### config.mk
export PLATFORM = sky130hd
export DESIGN_NAME = dtm_ram
export DESIGN_NICKNAME = d
export VERILOG_FILES = /design/src/rtl/assert_macros.svh /design/src/rtl/dtm_ram.sv
export SDC_FILE = /design/constraint.sdc
export NUM_CORES = 1
export LEC_CHECK = 0
export BUFFER_PORTS_ARGS = -buffer_cell sky130_fd_sc_hd__buf_2
export CORE_MARGIN = 2
export CORE_UTILIZATION = 39
export CTS_BUF_LIST = sky130_fd_sc_hd__clkbuf_2
export DETAILED_ROUTE_END_ITERATION = 6
export GPL_TIMING_DRIVEN = 1
export PLACE_DENSITY_LB_ADDON = 0.25
export SKIP_LAST_GASP = 1
export SYNTH_ARGS = -nofsm -noshare
export SYNTH_HDL_FRONTEND = slang
export SYNTH_SLANG_ARGS = --single-unit
### constraint.sdc
create_clock -name clk -period 2.3 [get_ports clk]
set_input_delay 0.46 -clock clk [delete_from_list [all_inputs] [get_ports clk]]
set_output_delay 0.46 -clock clk [all_outputs]
set_load 0.01 [all_outputs]
### src/rtl/assert_macros.svh
// Assertion macros used by the trie walk sequencer of the domain trie matcher.
`ifndef ASSERT_MACROS_SVH
`define ASSERT_MACROS_SVH
`ifndef SYNTHESIS
// Clocked property, switched off while reset is held.
`define ASSERT_CLK(lbl, clk, rst_n, prop) \
  lbl: assert property (@(posedge clk) disable iff (!rst_n) prop) \
    else $error("assertion failed");
// Clocked property that must also hold through reset.
`define ASSERT_NOW(lbl, clk, prop) \
  lbl: assert property (@(posedge clk) prop) \
    else $error("assertion failed");
`else
`define ASSERT_CLK(lbl, clk, rst_n, prop)
`define ASSERT_NOW(lbl, clk, prop)
`endif
`endif

### src/rtl/dtm_ram.sv
// Generic single-port-write, single-port-read RAM with registered read data.
module dtm_ram #(
  parameter int WIDTH = 8,
  parameter int DEPTH = 16
) (
  input  logic                     clk,
  input  logic                     wr_en,
  input  logic [$clog2(DEPTH)-1:0] wr_addr,
  input  logic [WIDTH-1:0]         wr_data,
  input  logic                     rd_en,
  input  logic [$clog2(DEPTH)-1:0] rd_addr,
  output logic [WIDTH-1:0]         rd_data
);

  logic [WIDTH-1:0] mem [DEPTH];

  always_ff @(posedge clk) begin
    if (wr_en) begin
      mem[wr_addr] <= wr_data;
    end
    if (rd_en) begin
      rd_data <= mem[rd_addr];
    end
  end

endmodule

==> results.ini, run 1 <==
[detailed_routing]
finalWirelength_um=9820
drt_first_iter_violations=165
remaining_drc_errors=0
vias=2418
firstDrtPassIters=4
wire_per_inst_um=20.7
vias_per_cell=5.10
ant_nets=0

[placed_design]
place_congestion=0.738
hpwlAfterDp_um=6620
placed_area_um2=5690
io_buffers=26

[grt]
grt_pass1_wl_um=15000
grt_max_degree=26
antenna_found_initial=0
grt_pass1_vias=2503
track_usage_pct=15.0
grt_remaining_overflow=0

[yosys]
syn_area_um2=5230
yosysWarnings=0
seq_area_frac_synth_pct=78.1
syn_inst=229
syn_area_per_cell_um2=22.8
synth_nets=248
ys_types=18
ys_ff_latch=136

[cells_and_area]
most-common-layout-cells=edfxtp_1, buf_2, mux4_2, clkbuf_2, buf_4
drive_above_1_share_pct=32.2
post-route-util_pct=45.4
synthToLayoutAreaGrowth_pct=14.4
num_antenna_cells=0
n_fill_cell=1109
layout_commonest_cell=edfxtp_1
final_area_um2=5980
fin_nets=304

[timing]
setup_viol=0
fin_crit_ps=1730
timing.final.crit_share_pct=75.3
fmax_mhz=577
worst_clock_skew_ps=21.5
setup-tns-final_ps=0
worstMarginPinSlew_ps=550
hold_ws_ps=167
hold_viol=0
slew_headroom_pct=63.2
final-max-slew-violation-count=0
rsz0062_at_grt=false

[worst_setup_path]
cpPeakStageDelay_ps=460
timing.rr.end=rd_data[3]
criticalPathCategory=reg -> out
crit_fanout=1
path_cells=buf_2
crit_buf_inv=1
slowest_stage=edfxtp_1
r2r_cells=3
critPathCaptureType=primary output
r2r_slack_ps=740
cp_data_required_time_ps=1840
cp.arrival_ps=1270
r2r-start=mem[5][3]
cp_top_family=flip-flops
crit_path_start_kind=flip-flop

[job]
cap_viol_max_count=0

[clocking]
path_clk_slew_ps=190
cts_tree=done
cts_hold_buf=0
clk_latency_ps=630
clock-root-buffer=clkbuf_2
cts.path.max_buffers=2
post_cts_buffers=0
numCtsBuffers=17
clkSinkCount=136
cts_resized=0
h-tree-depth=4

[power]
p_leak_nw=2.00
peakVddDrop_mv=0.462
power_density_nw_per_um2=784

[min_path]
min_from=rd_en
whs_path_depth=1
holdPathEnd=rd_data[1]
hold_path.class=in -> reg

[floorplan]
core_region_area_um2=13200
die_area_um2=14300
die_w_um=120
boundaryPins=27
die_h_um=120
start_util_pct=39.6
rows=42

[run_status]
status=finished clean

worst max-delay path by stage:
stage,to,cells past startpoint,slack (ps),startpoint
detailed placement,rd_data[3],5,250,rd_addr[0]
CTS,rd_data[1],1,510,rd_data[1]
floorplan,mem[0][0],2,350,wr_addr[2]
global placement,rd_data[3],5,260,rd_addr[0]
finish,rd_data[1],1,570,rd_data[1]
global route,rd_data[1],1,440,rd_data[1]
registers in the layout, summed over array words and instances (netlist names):
name and cells:
mem 128, rd_data 8
metal layers:
metal  part of all wire (%)  GRT usage [%]  up-vias  routed length [um]
li1                       -              -     1092                   -
met1                     46           20.2     1252                4470
met2                     49           23.6       63                4760
met5                      0              0        -                   0
met3                    4.8           4.85       11                 469
met4                    1.1           4.56        0                 112
cells by family (layout without fill, tap and decap cells):
logic type             after synthesis  count (layout)  synth area share [%]
AO/OA/AOI/OAI                       16              16                  2.30
buffers and inverters               10              79                  1.65
flip-flops                         136             136                  78.1
multiplexers                        32              32                  14.8
AND/OR/NAND/NOR                     35              35                  3.14
cell usage after synthesis:
master / instances / area (um2)
nor2_1: 13 / 48.8
nand2b_1: 2 / 12.5
nand2_1: 9 / 33.8
and2_1: 1 / 6.26
mux4_1: 14 / 368
clkdlybuf4s25_2: 3 / 30.0
buf_4: 1 / 7.51
nand3_1: 1 / 5.00
and2b_1: 1 / 7.51
a22oi_1: 16 / 120
edfxtp_1: 136 / 4080
or3b_2: 1 / 8.76
nand3b_1: 2 / 15.0
mux4_2: 18 / 405
nor2b_1: 1 / 6.26
nor3_1: 4 / 20.0
buf_6: 3 / 33.8
buf_2: 3 / 15.0
per-stage QoR:
stage / setup WS [ps] / cells / total power [mW]
3_5_place_dp: 246 / 442 / 3.13
2_1_floorplan: 347 / 229 / 3.00
6_report: 567 / 474 / 4.69
5_1_grt: 442 / 474 / 4.88
3_3_place_gp: 260 / 442 / 3.12
4_1_cts: 512 / 474 / 4.73
where the power goes:
part | switching [mW] | total [mW] | internal, mW | leakage, nW
sequential | 0.0144 | 2.80 | 2.79 | 1.24
clock | 0.805 | 1.62 | 0.817 | 0.169
combinational | 0.152 | 0.264 | 0.113 | 0.598
cell type report:
| cell class | instances | area (um2) | share of cell area, % |
|---|---|---|---|
| clock buffers | 18 | 90.1 | 1.51 |
| clock inverters | 14 | 205 | 3.43 |
| multi-input cells | 83 | 1060 | 17.7 |
| flip-flops and latches | 136 | 4080 | 68.3 |
| well taps | 176 | 220 | 3.68 |
| repair buffers | 47 | 325 | 5.44 |
(Power assumes the default switching activity.)
==> inputs of run 2 (changes only) <==
ABC_AREA = 1   (was unset)
clock period = 1.7 ns   (was 2.3 ns; I/O delays follow)
==> run 2 against run 1 <==
Against the previous run: core utilization fell by 0.99 points; via count grew 59%; global-route usage is 3.1 points higher; register-to-register slack worse by 230 ps; critical path depth stayed put; cell count rose by 69%; synthesized area is 12% higher; highest routed layer unchanged; non-clock buffer count grew 11; first-iteration DRC count increased by 130%.
==> results.ini, run 2 <==
[placed_design]
placed_area_um2=6230  ; +9.6%
place_congestion=0.822  ; +11%
post-place-ws_ps=96.6  ; -149 ps
io_buffers=26  ; unchanged
hpwlAfterDp_um=8620  ; +30%

[timing]
fmax_mhz=605
final-max-slew-violation-count=0  ; unchanged
hold_ws_ps=66.0  ; -101 ps
fin_ws_ps=46.8  ; -520 ps
timing.final.crit_share_pct=97.2
setup-tns-final_ps=0  ; unchanged
hold_viol=0  ; unchanged
slew_headroom_pct=58.5  ; -4.7 points
worst_clock_skew_ps=23.0  ; +1.50 ps
setup_viol=0  ; unchanged
rsz0062_at_grt=true
worstMarginPinSlew_ps=622  ; +71.3 ps
fin_crit_ps=1650

[detailed_routing]
vias_per_cell=4.81  ; -5.7%
drt_first_iter_violations=379  ; +130%
firstDrtPassIters=4  ; unchanged
vias=3844  ; +59%
remaining_drc_errors=0  ; unchanged
ant_nets=0  ; unchanged
finalWirelength_um=13500  ; +37%
wire_per_inst_um=16.9  ; -18%

[floorplan]
die_area_um2=16000  ; +11%
die_h_um=126  ; +5.6%
start_util_pct=40.1  ; +0.45 points
rows=44  ; +4.8%
core_region_area_um2=14600  ; +11%
boundaryPins=27  ; unchanged
die_w_um=126  ; +5.6%

[grt]
gr-usage-met2_pct=28.0  ; +4.4 points
grt-busiest-layer=met2
grt_max_degree=49  ; +88%
antenna_found_initial=1  ; +1
grt_pass1_wl_um=21300  ; +43%
gr-usage-met3_pct=4.39  ; -0.46 points
grt_remaining_overflow=0  ; unchanged
use_met1_pct=23.8  ; +3.6 points
track_usage_pct=18.1  ; +3.1 points
grt_pass1_vias=3792  ; +51%

[worst_setup_path]
slowest_stage=edfxtp_1
crit_buf_inv=1  ; unchanged
cpPeakStageDelay_ps=470  ; about the same
crit_path_start_kind=flip-flop
path_cells=buf_6
cp_top_family=flip-flops
cp.arrival_ps=1310  ; +40 ps
criticalPathCategory=reg -> out
crit_fanout=1  ; unchanged
critPathCaptureType=primary output
cp_data_required_time_ps=1360  ; -480 ps

[cells_and_area]
drive_above_1_share_pct=12.2  ; -20 points
final_area_um2=6470  ; +8.2%
fin_nets=623  ; +100%
layout_commonest_cell=nand2_1
largest_reg_flops=128  ; unchanged
largest_register=mem
synthToLayoutAreaGrowth_pct=10.7
reg_top3=mem (128), rd_data (8)
most-common-layout-cells=nand2_1, edfxtp_1, inv_1

[yosys]
syn_area_per_cell_um2=10.6  ; -54%
yosys-top-cells-count=nand2_1, edfxtp_1, inv_1, nand3_1, nor2_1
synth_edf_count=136  ; unchanged
yosys.cell_count.top_type=nand2_1
synth-main-ff-cell=edfxtp_1
ys_ff_latch=136  ; unchanged
synth_nets=570  ; +130%
syn_area_um2=5850  ; +12%
yosysTopAreaCell=edfxtp_1
synth.top_cell.area_share_pct=69.8  ; -8.3 points
seq_area_frac_synth_pct=69.8  ; -8.3 points
syn_inst=551  ; +140%
async_reset_ff_share_pct=0  ; unchanged
synthTopCellsByArea=edfxtp_1, nand2_1, nand3_1
yosysWarnings=0  ; unchanged
ys_types=11  ; -7

[power]
p_leak_nw=2.80  ; +40%
power_density_nw_per_um2=873  ; +11%
finalPower_mw=5.65  ; +21%
peakVddDrop_mv=0.376  ; -18%

[clocking]
cts.path.max_buffers=2  ; unchanged
numCtsBuffers=17  ; unchanged
clkSinkCount=136  ; unchanged
cts_tree=done
post_cts_buffers=0  ; unchanged
clk_latency_ps=700  ; +70 ps
h-tree-depth=4  ; unchanged
clock-root-buffer=clkbuf_2
path_clk_slew_ps=190  ; about the same

[min_path]
hold_path.class=in -> reg

[run_status]
status=finished clean

[job]
cap_viol_max_count=0  ; unchanged

-- run 2: changes by cell type in the layout (fill, tap and decap cells not counted), moves of 4 or more --
cell / change
bufinv_16: -5
mux4_1: -14
nand3_1: +96
a22oi_1: -16
buf_4: +5
clkinv_1: +4
inv_1: +100
nor3_1: -4
nor2_1: +4
nand2_1: +164
dlygate4sd3_1: +8
mux4_2: -18
-- run 2: final timing paths --
check | endpoint | cells past startpoint | slack, ps | startpoint
max | rd_data[4] | 1 | 50 | rd_data[4]
min | mem[10][0] | 1 | 70 | wr_data[0]
max reg2reg | rd_data[3] | 6 | 510 | mem[8][3]
min reg2reg | rd_data[4] | 6 | 750 | mem[14][4]
-- run 2: where the power goes --
group          internal, mW  switching, mW  leakage (nW)  total, mW
Sequential             3.77         0.0225          1.24       3.79
Combinational         0.153          0.329          1.46      0.482
Clock                 0.337           1.04         0.104       1.38
-- run 2: routing by layer --
| metal | share of wire (%) | wire length [um] | vias to the layer above |
|---|---|---|---|
| met5 | 0 | 0 | - |
| li1 | - | - | 1884 |
| met2 | 46 | 6190 | 121 |
| met1 | 44 | 5890 | 1805 |
| met3 | 6.6 | 887 | 34 |
| met4 | 3.9 | 522 | 0 |
-- run 2: kinds of logic after synthesis --
| kind of cell | count (synthesis) | synth area share [%] |
|---|---|---|
| and+or+nand+nor | 289 | 20.8 |
| DFF | 136 | 69.8 |
| buffers and inverters | 126 | 9.39 |
-- run 2: per-stage QoR --
step                      utilization, %  std cells
after detailed placement            42.7        761
final                               44.4        799
after floorplan                        -        551
after CTS                           44.3        798
after global placement              42.7        761
after global routing                44.4        799
-- run 2: final cells by class --
cell class	instances	area [um2]
diodes	1	2.50
clock buffers	20	100
clock inverters	9	37.5
fillers	1364	8120
inverters	102	383
multi-input cells	289	1210
flip-flops and latches	136	4080
well taps	184	230
repair buffers	58	422
-- run 2: timing repair --
| item | 4_1_cts | 5_1_grt |
|---|---|---|
| hold buffers | 8 | 0 |
| setup endpoints to repair | 6 | 6 |
| endpoints found under the hold margin | 79 | 0 |
| gates resized for setup | 2 | 3 |
==> inputs of run 3 (changes only) <==
CORE_UTILIZATION = 45   (was 39)
==> run 3 against run 2 <==
Against the previous run: total power up 6.1%; global-route usage grew 1.3 points; die area down 13%; sequential power about the same; critical endpoint is now rd_data[1]; largest cell class unchanged.
==> results.ini, run 3 (synthesis gave the netlist of run 2 again) <==
[grt]
grt_max_degree=50  ; +2.0%
antenna_found_initial=1  ; unchanged
track_usage_pct=19.4  ; +1.3 points
grt_pass1_wl_um=20200  ; -5.3%
grt_remaining_overflow=0  ; unchanged
grt_pass1_vias=3758  ; -0.90%

[worst_setup_path]
startpoint=rd_data[1]
r2r-start=mem[12][3]
path_cells=buf_2
cp_top_family=flip-flops
cpPeakStageDelay_ps=440  ; -30 ps
slowest_stage=edfxtp_1
crit_fanout=1  ; unchanged
crit_path_start_kind=flip-flop
crit_buf_inv=1  ; unchanged
cp.depth=1  ; unchanged
r2r_cells=6  ; unchanged
r2r_slack_ps=540  ; +30 ps
timing.rr.end=rd_data[3]
cp_data_required_time_ps=1360  ; about the same
cp.arrival_ps=1240  ; -70 ps
critPathCaptureType=primary output
criticalPathCategory=reg -> out

[clocking]
post_cts_buffers=0  ; unchanged
cts_tree=done
clkSinkCount=136  ; unchanged
path_clk_slew_ps=190  ; about the same
cts.path.max_buffers=2  ; unchanged
clk_latency_ps=650  ; -50 ps
clock-root-buffer=clkbuf_2
h-tree-depth=4  ; unchanged
numCtsBuffers=17  ; unchanged

[timing]
rsz0062_at_grt=true
slew_headroom_pct=58.4  ; about the same
setup_viol=0  ; unchanged
fmax_mhz=633  ; +4.7%
setup-tns-final_ps=0  ; unchanged
timing.final.crit_share_pct=92.9  ; -4.4 points
final-max-slew-violation-count=0  ; unchanged
hold_viol=0  ; unchanged
fin_crit_ps=1580  ; -74.5 ps
worst_clock_skew_ps=25.3  ; +2.26 ps
worstMarginPinSlew_ps=622  ; +0.658 ps

[floorplan]
start_util_pct=46.1  ; +6.1 points
die_h_um=118  ; -6.7%
boundaryPins=27  ; unchanged
die_area_um2=13900  ; -13%
rows=41  ; -6.8%
core_region_area_um2=12700  ; -13%
die_w_um=118  ; -6.7%

[cells_and_area]
largest_register=mem
final_area_um2=6480  ; about the same
largest_reg_flops=128  ; unchanged
most-common-layout-cells=nand2_1, edfxtp_1, inv_1
fin_nets=617  ; -0.96%
synthToLayoutAreaGrowth_pct=10.8  ; about the same
layout_commonest_cell=nand2_1
reg_top3=mem (128), rd_data (8)
drive_above_1_share_pct=13.4  ; +1.2 points

[detailed_routing]
drt_first_iter_violations=318  ; -16%
firstDrtPassIters=4  ; unchanged
remaining_drc_errors=0  ; unchanged
finalWirelength_um=12500  ; -7.3%
vias_per_cell=4.79  ; -0.53%
vias=3747  ; -2.5%
ant_nets=0  ; unchanged
wire_per_inst_um=16.0  ; -5.5%

[min_path]
whs_path_depth=1  ; unchanged
hold_path.class=in -> reg
min_from=wr_data[0]
holdPathEnd=mem[15][0]

[run_status]
status=finished clean

[placed_design]
io_buffers=26  ; unchanged
hpwlAfterDp_um=7860  ; -8.8%
place_congestion=0.833  ; +1.3%
placed_area_um2=6230  ; about the same

[power]
peakVddDrop_mv=0.443  ; +18%
p_leak_nw=2.82  ; +0.50%
power_density_nw_per_um2=927  ; +6.1%
finalPower_mw=6.00  ; +6.1%

[job]
cap_viol_max_count=0  ; unchanged

[run 3: area by class of cell]
class	instances	area, um2
multi-input cells	289	1210
flip-flops and latches	136	4080
clock inverters	10	105
clock buffers	21	105
inverters	102	383
repair buffers	52	368
well taps	172	215
diodes	1	2.50
fillers	1157	6190
[run 3: worst reg2reg max path, delay by kind of cell (launching register included)]
| kind | cells | cell delay (ps) |
|---|---|---|
| flip-flops | 1 | 410 |
| buffers and inverters | 1 | 60 |
| AND/OR/NAND/NOR | 5 | 470 |
[run 3: metal layers]
layer | GRT usage (%) | wire length (um)
met2 | 30.6 | 5910
met1 | 26.2 | 5700
met3 | 4.12 | 524
met5 | 0 | 0
met4 | 8.51 | 371
[run 3: worst max-delay path by stage]
stage / end / slack [ps]
6_report: rd_data[1] / 120
5_1_grt: rd_data[3] / -5
4_1_cts: rd_data[1] / 30
3_5_place_dp: rd_data[3] / 100
3_3_place_gp: rd_data[3] / 130
2_1_floorplan: mem[10][0] / 410
[run 3: stage by stage]
stage | setup slack, ps | utilization [%] | cells | hold slack (ps)
2_1_floorplan | 409 | - | 551 | 439
3_3_place_gp | 126 | 49.2 | 749 | 728
3_5_place_dp | 99.1 | 49.2 | 749 | 733
4_1_cts | 27.3 | 50.9 | 781 | 11.4
5_1_grt | -4.68 | 51.1 | 783 | 9.31
6_report | 121 | 51.1 | 783 | 96.0
[run 3: what timing repair did]
action,CTS,global route
hold buffers,1,1
hold endpoints to repair,8,2
gates resized for setup,0,2
setup endpoints to repair,0,3
[run 3: report_power, final]
part	internal (mW)	switching [mW]	total (mW)
clock	0.673	1.06	1.74
sequential	3.77	0.0199	3.79
combinational	0.145	0.326	0.472
